`src/rtl/assert_macros.svh`:
```
// Assertion macros used by the allocator RTL.
// Included by files that carry concurrent checks; needs clk_i and rst_ni in scope.
`ifndef ASSERT_MACROS_SVH
`define ASSERT_MACROS_SVH
`ifndef SYNTHESIS
`define FFAS_ASSERT(lbl, cond) \
  lbl: assert property (@(posedge clk_i) disable iff (!rst_ni) (cond)) \
    else $error("check failed");
`define FFAS_ASSERT_IMPL(lbl, ante, cons) \
  lbl: assert property (@(posedge clk_i) disable iff (!rst_ni) (ante) |-> (cons)) \
    else $error("check failed");
`else
`define FFAS_ASSERT(lbl, cond)
`define FFAS_ASSERT_IMPL(lbl, ante, cons)
`endif
`endif

```
`src/rtl/ffas_pkg.sv`:
```
// Types and constants of the first-fit aligned segment allocator.
// No dependencies.
`default_nettype none
package ffas_pkg;

  localparam int unsigned DataW  = 32;
  localparam int unsigned AlignW = 17;
  localparam logic [DataW-1:0] BufSizeReset = 32'd65536;
  localparam logic [1:0] AddrBufferSize = 2'd0;

  localparam logic [1:0] StatOk      = 2'd0;
  localparam logic [1:0] StatNoSpace = 2'd1;
  localparam logic [1:0] StatTooBig  = 2'd2;
  localparam logic [1:0] StatFull    = 2'd3;

  localparam logic ModeAlloc = 1'b0;
  localparam logic ModeFree  = 1'b1;

  typedef struct packed {
    logic              mode;
    logic [DataW-1:0]  request_start;
    logic [DataW-1:0]  request_size;
    logic [AlignW-1:0] alignment;
  } req_t;

  typedef struct packed {
    logic [1:0]       status;
    logic [DataW-1:0] granted_start;
    logic [DataW-1:0] granted_size;
  } rsp_t;

  typedef enum logic [4:0] {
    OP_NONE, OP_INIT, OP_LOAD, OP_READ_I, OP_FREE_CHK, OP_SKIP, OP_DIV_START,
    OP_ALIGN, OP_FIT, OP_NEWLEN, OP_HIT_WR, OP_FREE_DEC, OP_FREE_NEXT,
    OP_READ_LAST, OP_MOVE, OP_APPEND, OP_RESULT
  } dp_op_e;

  typedef enum logic [3:0] {
    ST_IDLE, ST_CHECK, ST_RD, ST_EVAL, ST_DIV, ST_ALIGN, ST_FIT, ST_NEWLEN,
    ST_HIT_WR, ST_F_DEC, ST_F_NEXT, ST_RM_RD, ST_RM_WR, ST_APPEND, ST_RESULT
  } ctrl_state_e;

  typedef struct packed {
    dp_op_e     op;
    logic [1:0] status;
  } dp_cmd_t;

  typedef struct packed {
    logic init_pend;
    logic mode;
    logic count_zero;
    logic too_big;
    logic scan_end;
    logic len_lt_align;
    logic div_done;
    logic fit;
    logic newlen_zero;
    logic gap_zero;
    logic full;
    logic prev_v;
    logic next_v;
    logic out_free;
  } dp_stat_t;

endpackage
`default_nettype wire

```
`src/rtl/ffas_ctrl.sv`:
```
// Controller state machine sequencing scans, merges and table updates.
// Depends on ffas_pkg.
`default_nettype none
module ffas_ctrl (
  input  wire logic              clk_i,
  input  wire logic              rst_ni,
  input  wire logic              in_valid_i,
  output logic                   in_ready_o,
  input  wire ffas_pkg::dp_stat_t stat_i,
  output ffas_pkg::dp_cmd_t      cmd_o
);
  import ffas_pkg::*;

  ctrl_state_e state_q, state_d;
  logic [1:0]  res_q, res_d;

  always_ff @(posedge clk_i or negedge rst_ni) begin
    if (!rst_ni) begin
      state_q <= ST_IDLE;
      res_q   <= StatOk;
    end else begin
      state_q <= state_d;
      res_q   <= res_d;
    end
  end

  // next state and datapath command
  always_comb begin
    state_d      = state_q;
    res_d        = res_q;
    cmd_o.op     = OP_NONE;
    cmd_o.status = res_q;
    in_ready_o   = 1'b0;
    unique case (state_q)
      ST_IDLE: begin
        if (stat_i.init_pend) begin
          cmd_o.op = OP_INIT;
        end else begin
          in_ready_o = 1'b1;
          if (in_valid_i) begin
            cmd_o.op = OP_LOAD;
            state_d  = ST_CHECK;
          end
        end
      end
      ST_CHECK: begin
        priority if (stat_i.mode != ModeAlloc) begin
          state_d = ST_RD;
        end else if (stat_i.count_zero) begin
          res_d = StatNoSpace; state_d = ST_RESULT;
        end else if (stat_i.too_big) begin
          res_d = StatTooBig; state_d = ST_RESULT;
        end else begin
          state_d = ST_RD;
        end
      end
      ST_RD: begin
        if (stat_i.scan_end) begin
          if (stat_i.mode != ModeAlloc) begin
            state_d = ST_F_DEC;
          end else begin
            res_d = StatNoSpace; state_d = ST_RESULT;
          end
        end else begin
          cmd_o.op = OP_READ_I;
          state_d  = ST_EVAL;
        end
      end
      ST_EVAL: begin
        priority if (stat_i.mode != ModeAlloc) begin
          cmd_o.op = OP_FREE_CHK; state_d = ST_RD;
        end else if (stat_i.len_lt_align) begin
          cmd_o.op = OP_SKIP; state_d = ST_RD;
        end else begin
          cmd_o.op = OP_DIV_START; state_d = ST_DIV;
        end
      end
      ST_DIV: if (stat_i.div_done) state_d = ST_ALIGN;
      ST_ALIGN: begin
        cmd_o.op = OP_ALIGN; state_d = ST_FIT;
      end
      ST_FIT: begin
        if (stat_i.fit) begin
          cmd_o.op = OP_FIT; state_d = ST_NEWLEN;
        end else begin
          cmd_o.op = OP_SKIP; state_d = ST_RD;
        end
      end
      ST_NEWLEN: begin
        cmd_o.op = OP_NEWLEN; state_d = ST_HIT_WR;
      end
      ST_HIT_WR: begin
        priority if (!stat_i.newlen_zero && !stat_i.gap_zero && stat_i.full) begin
          res_d = StatFull; state_d = ST_RESULT;
        end else begin
          cmd_o.op = OP_HIT_WR;
          res_d    = StatOk;
          priority if (stat_i.newlen_zero) state_d = ST_RM_RD;
          else if (stat_i.gap_zero) state_d = ST_RESULT;
          else state_d = ST_APPEND;
        end
      end
      ST_F_DEC: begin
        if (!stat_i.prev_v && !stat_i.next_v && stat_i.full) begin
          res_d = StatFull; state_d = ST_RESULT;
        end else begin
          cmd_o.op = OP_FREE_DEC;
          res_d    = StatOk;
          state_d  = stat_i.prev_v ? ST_RM_RD : ST_F_NEXT;
        end
      end
      ST_F_NEXT: begin
        if (stat_i.next_v) begin
          cmd_o.op = OP_FREE_NEXT; state_d = ST_RM_RD;
        end else begin
          state_d = ST_APPEND;
        end
      end
      ST_RM_RD: begin
        cmd_o.op = OP_READ_LAST; state_d = ST_RM_WR;
      end
      ST_RM_WR: begin
        cmd_o.op = OP_MOVE;
        priority if (stat_i.mode != ModeAlloc) state_d = ST_F_NEXT;
        else if (stat_i.gap_zero) state_d = ST_RESULT;
        else state_d = ST_APPEND;
      end
      ST_APPEND: begin
        cmd_o.op = OP_APPEND; state_d = ST_RESULT;
      end
      ST_RESULT: begin
        if (stat_i.out_free) begin
          cmd_o.op = OP_RESULT; state_d = ST_IDLE;
        end
      end
      default: state_d = ST_IDLE;
    endcase
  end
endmodule
`default_nettype wire

```
`config.mk`:
```
export PLATFORM = sky130hd
export DESIGN_NAME = ffas_ctrl
export DESIGN_NICKNAME = d
export VERILOG_FILES = /design/src/rtl/assert_macros.svh /design/src/rtl/ffas_pkg.sv /design/src/rtl/ffas_ctrl.sv
export SDC_FILE = /design/constraint.sdc
export NUM_CORES = 1
export LEC_CHECK = 0
export BUFFER_PORTS_ARGS = -buffer_cell sky130_fd_sc_hd__buf_2
export CAP_MARGIN = 20
export CORE_UTILIZATION = 45
export CTS_CLUSTER_SIZE = 40
export DETAILED_ROUTE_END_ITERATION = 10
export MAX_ROUTING_LAYER = met4
export PLACE_DENSITY = 0.86
export REMOVE_ABC_BUFFERS = 1
export SLEW_MARGIN = 30
export SYNTH_ARGS = -nofsm -noshare
export SYNTH_HDL_FRONTEND = slang
export SYNTH_SLANG_ARGS = --single-unit
export TNS_END_PERCENT = 30
```
`constraint.sdc`:
```
create_clock -name clk_i -period 1.5 [get_ports clk_i]
set_input_delay 0.3 -clock clk_i [delete_from_list [all_inputs] [get_ports clk_i]]
set_output_delay 0.3 -clock clk_i [all_outputs]
set_load 0.005 [all_outputs]
```
# After elaboration in Yosys (flattened, before gate mapping)
# Cells that the tools add are included.
# classes
reduce_logical,12
muxes,41
eq_ne,22
# ops
cell,count
case mux 5 bit (13 select lines),1
case mux 4 bit (15 select lines),1
two-way mux 4 bit,13
== test 4 bit (second input constant),7
two-way mux 2 bit,13
two-way mux 3 bit,8
== test 4 x 3 -> 1 bit (second input constant),4
inequality test 2 bit (second input constant),7
== test 4 x 2 -> 1 bit (second input constant),2
case mux 2 bit (4 select lines),1
two-way mux 5 bit,1
AND reduction 5 bit,1
== test 4 x 1 -> 1 bit (second input constant),1
logical AND 1 bit,4
logical NOT 1 bit,4
logical NOT 4 bit,1
AND reduction 4 bit,1
nonzero test 4 bit,1
two-way mux 1 bit,3
inequality test 3 bit (second input constant),1
# totals
wordCells,77
in_bits,17
register_bits,6

# Logic depth before layout (Yosys ltp)
# depth
ltp_word,5
depth_mapped,7

# Least setup slack after synthesis
# Ideal clock, no wire load.
# synth_path
path_kind,reg-to-output
start,register state_q[0]
end,output cmd_o[2] in the netlist's numbering
arrival_ns,1.307
setup_slack_ns,-0.107
required_time_ns,1.200
path_buffers,3
path_stages_with_launch,8
path_cell_list,dfrtp_1 -> clkbuf_1 -> buf_2 -> buf_2 -> o21ai_1 -> a31oi_1 -> o21ai_1 -> o21ai_1
# synth_lines
item,line,text
start: declaration,ffas_ctrl.sv:14,"ctrl_state_e state_q, state_d;"
start signal: assignment,ffas_ctrl.sv:22,state_q <= state_d;
end: declaration,ffas_ctrl.sv:10,output ffas_pkg::dp_cmd_t cmd_o

==> run summary <==
The final critical-path required period is ~1.8 ns. The wire-length estimate of the detail-placed layout is 2.05 mm. The number of warnings issued by yosys is 0. The ratio of routed vias to standard cells is 6.20. The number of H-tree levels is 1. After synthesis the netlist holds a flip-flop and latch count of 6.

Buffers placed on the I/O ports in this run total 24. The setup path with the least slack is of type flop to output port. The worst register-to-register path has a setup slack of -0.14 ns. The worst setup slack after layout is -0.320 ns.

The total die area came out at 2020 um^2. The worst-case IR drop observed on VDD is 1.15 mV. The final hold violation count is 0. The first detailed-routing pass ran for 5 iterations. No sink is reached through more buffers than the 2 on the longest clock path.

For the worst setup path, the data arrival time is 1.52 ns. The worst setup slack before clock tree synthesis came out at -0.0810 ns. Across every metal layer, demand over resource in global routing totals 31.4%. Clock tree synthesis inserted a total of 3 buffers. The via count of the first global-routing pass was 992.

The insertion delay of the later-clocked pin in the worst-skew pair is 0.26 ns. The remaining design rule violation count is 0. For the worst setup path, the data required time is roughly 1.2 ns. The repair_antennas step left the layout with diodes totalling 0. The final global-route overflow total is 0. In the final layout, the share of cells above drive strength 1 is 47.7%. The number of slew-limit violations in the final report came to 0. The via total after detailed routing came out at 1221. The number of max-capacitance violations reported is 0. Setup violations remaining at the end of the flow were counted as 10. The site row count came out at 15. Together, buffers and inverters on the worst path number 2. The synthesized area per cell is around 6.6 um^2. The number of sinks on the clock net is 6. The leakage power is about 0.6 nW. The end-of-flow core utilization is around 77%. The maximum clock skew at final layout came out at 0.00547 ns. The post-route fraction of the period consumed by the critical path is 121%.

The startpoint identified for the worst register-to-register timing path is state_q[0]. STA classifies the critical path startpoint as a flop. The clock transition at the register clock pins on the worst setup and hold paths after CTS came out at 0.05 ns. The element type at the critical path end is an output port. The detail route stage leaves a number of antenna-violating nets equal to 0. The relative area change from synthesis to final layout came out at 60.9%. The vertical extent of the die came out at ~45 um. The power after layout is around 2.8 mW.

The boundary pin count came out at 25. The largest net degree at the start of global routing came out at 16. The area of the core is roughly 1700 um^2. The number of antenna violations at the first check in global routing came out at 0. The routed wire length came out at 3.52 mm. Among cell families on the critical path, the largest total delay comes from flip-flops. The number of flops mapped to enable cells by yosys came out at 0. The final reports fail on setup timing. The post-synthesis cell type count is 37. The global-route wire length before repair is 4.41 mm. The root buffer selected by CTS is clkbuf_4. The ratio of total power to cell area came out at 2120 nW/um^2. TritonCTS built the clock tree. The routed wire length per instance came out at 17.9 um. The worst hold path class is primary input to async pin. The post-synthesis instance area is 828 um^2. The layout has 129 filler cells. Traced cell by cell, the critical path runs through buf_6 -> o21ai_2 -> a21boi_2 -> o22ai_1 -> buf_2. The cell count after synthesis is between 100 and 150. For this design, the slowest cell found on the critical path is dfrtp_2. The last weighted congestion value of the routability-driven placer is ~1.0. The transition time at the pin with the least slew margin came out at 0.368 ns. The sequential area share after synthesis is 18.1%.

Headroom to the max-slew limit came out at 75.4%. In this run the critical register-to-register path is captured at state_q[2]. Setup repair after global routing could not meet its margin everywhere. The maximum net fanout on the critical path came out at 8.

The initial core utilization came out at between 40 and 50%. The run finished, with violations left. The number of DRC markers after the initial detailed-route iteration is 80. The length in cells of the worst reg-to-reg path came out at 6. The maximum achievable frequency came out at ~550 MHz. The final net count is 191. The floorplan die width came out at ~45 um.

The fraction of synthesis flops using an asynchronous set or reset pin came out at 100%. The most used flip-flop cell after synthesis is dfrtp_1. The longest individual stage delay on the worst path is 0.49 ns.
## Yosys cell counts, drive strengths merged, types with 2 or more instances
| library cell | count | area (um^2) |
|---|---|---|
| mux2i | 2 | 20.0 |
| nor2b | 3 | 18.8 |
| nand2b | 6 | 37.5 |
| a21oi | 8 | 40.0 |
| nand3 | 4 | 20.0 |
| a31oi | 4 | 25.0 |
| o31ai | 3 | 22.5 |
| a21o | 2 | 15.0 |
| a22oi | 2 | 15.0 |
| nand2 | 11 | 41.3 |
| o21ai | 20 | 100 |
| nor4 | 2 | 27.5 |
| a32oi | 2 | 17.5 |
| clkbuf | 4 | 15.0 |
| inv | 5 | 18.8 |
| buf | 8 | 46.3 |
| dfrtp | 6 | 150 |
| nor3 | 5 | 25.0 |
| nor2 | 13 | 48.8 |
| a22o | 2 | 17.5 |
| o22ai | 2 | 12.5 |
## worst max-delay path by stage
stage,end,start,slack (ns),depth (start not counted)
detailed placement,res_q[0],state_q[1],-0.08,6
global placement,res_q[0],state_q[1],-0.08,6
floorplan,res_q[0],state_q[2],-0.15,4
CTS,cmd_o[4],state_q[3],-0.27,6
finish,cmd_o[3],state_q[0],-0.32,5
global route,cmd_o[4],state_q[3],-0.39,6
## layout make-up
cell class / instances / area [um^2] / share of cell area, %
clock buffers: 3 / 22.5 / 1.69
repair buffers: 55 / 397 / 29.8
multi-input cells: 103 / 708 / 53.1
inverters: 5 / 21.3 / 1.60
flip-flops and latches: 6 / 153 / 11.5
well taps: 25 / 31.3 / 2.35
## routing by layer
metal	part of all wire (%)	GRT usage [%]	vias up
met5	0	-	-
li1	-	-	559
met2	48	51.8	100
met3	9.1	6.40	16
met4	2.6	7.88	0
met1	40	39.3	546
## cells by family after synthesis
| family | share of synthesized area [%] |
|---|---|
| AO/OA/AOI/OAI | 40.2 |
| AND/OR/NAND/NOR | 29.6 |
| buffers and inverters | 9.67 |
| flip-flops | 18.1 |
| multiplexers | 2.42 |
## repair_timing
action                                  4_1_cts  5_1_grt
endpoints found under the setup margin       10       11
hold buffers                                  1        0
buffers inserted                              2        8
gates resized for setup                      11       33
hold endpoints to repair                      6        0
pin swaps                                     3        9
## flip-flops by register name, indices dropped and copies added, names as in the netlist
register	count
res_q	2
state_q	4
## power by group
group | internal (mW) | switching (mW) | total [mW]
clock | 0.0916 | 0.0739 | 0.165
sequential | 0.252 | 0.126 | 0.378
combinational | 1.13 | 1.15 | 2.28
total | 1.47 | 1.35 | 2.82
## per-stage QoR
| step | setup TNS (ns) | cell area (um^2) | instances | hold slack (ns) |
|---|---|---|---|---|
| 2_1_floorplan | -0.690 | 767 | 114 | 0.00441 |
| 3_3_place_gp | -0.192 | 1070 | 183 | 0.128 |
| 3_5_place_dp | -0.347 | 1070 | 183 | 0.129 |
| 4_1_cts | -1.45 | 1160 | 189 | 0.390 |
| 5_1_grt | -2.68 | 1330 | 197 | 0.418 |
| 6_report | -2.00 | 1330 | 197 | 0.396 |
## layout by cell type (no fill, tap or decap), types with 2 or more instances in the layout
master,count
a21o_1,2
a21oi_1,6
a21oi_2,2
a22o_1,2
a22oi_1,2
a31oi_1,4
a32oi_1,2
buf_2,24
buf_4,21
buf_6,7
buf_8,2
clkbuf_4,3
dfrtp_1,4
dfrtp_2,2
inv_1,4
mux2i_1,2
nand2_1,10
nand2b_1,3
nand2b_4,3
nand3_1,4
nor2_1,12
nor2b_2,2
nor3_1,3
o21ai_0,4
o21ai_1,12
o21ai_2,4
o31ai_1,2
Power figures use the tool's default switching activity.
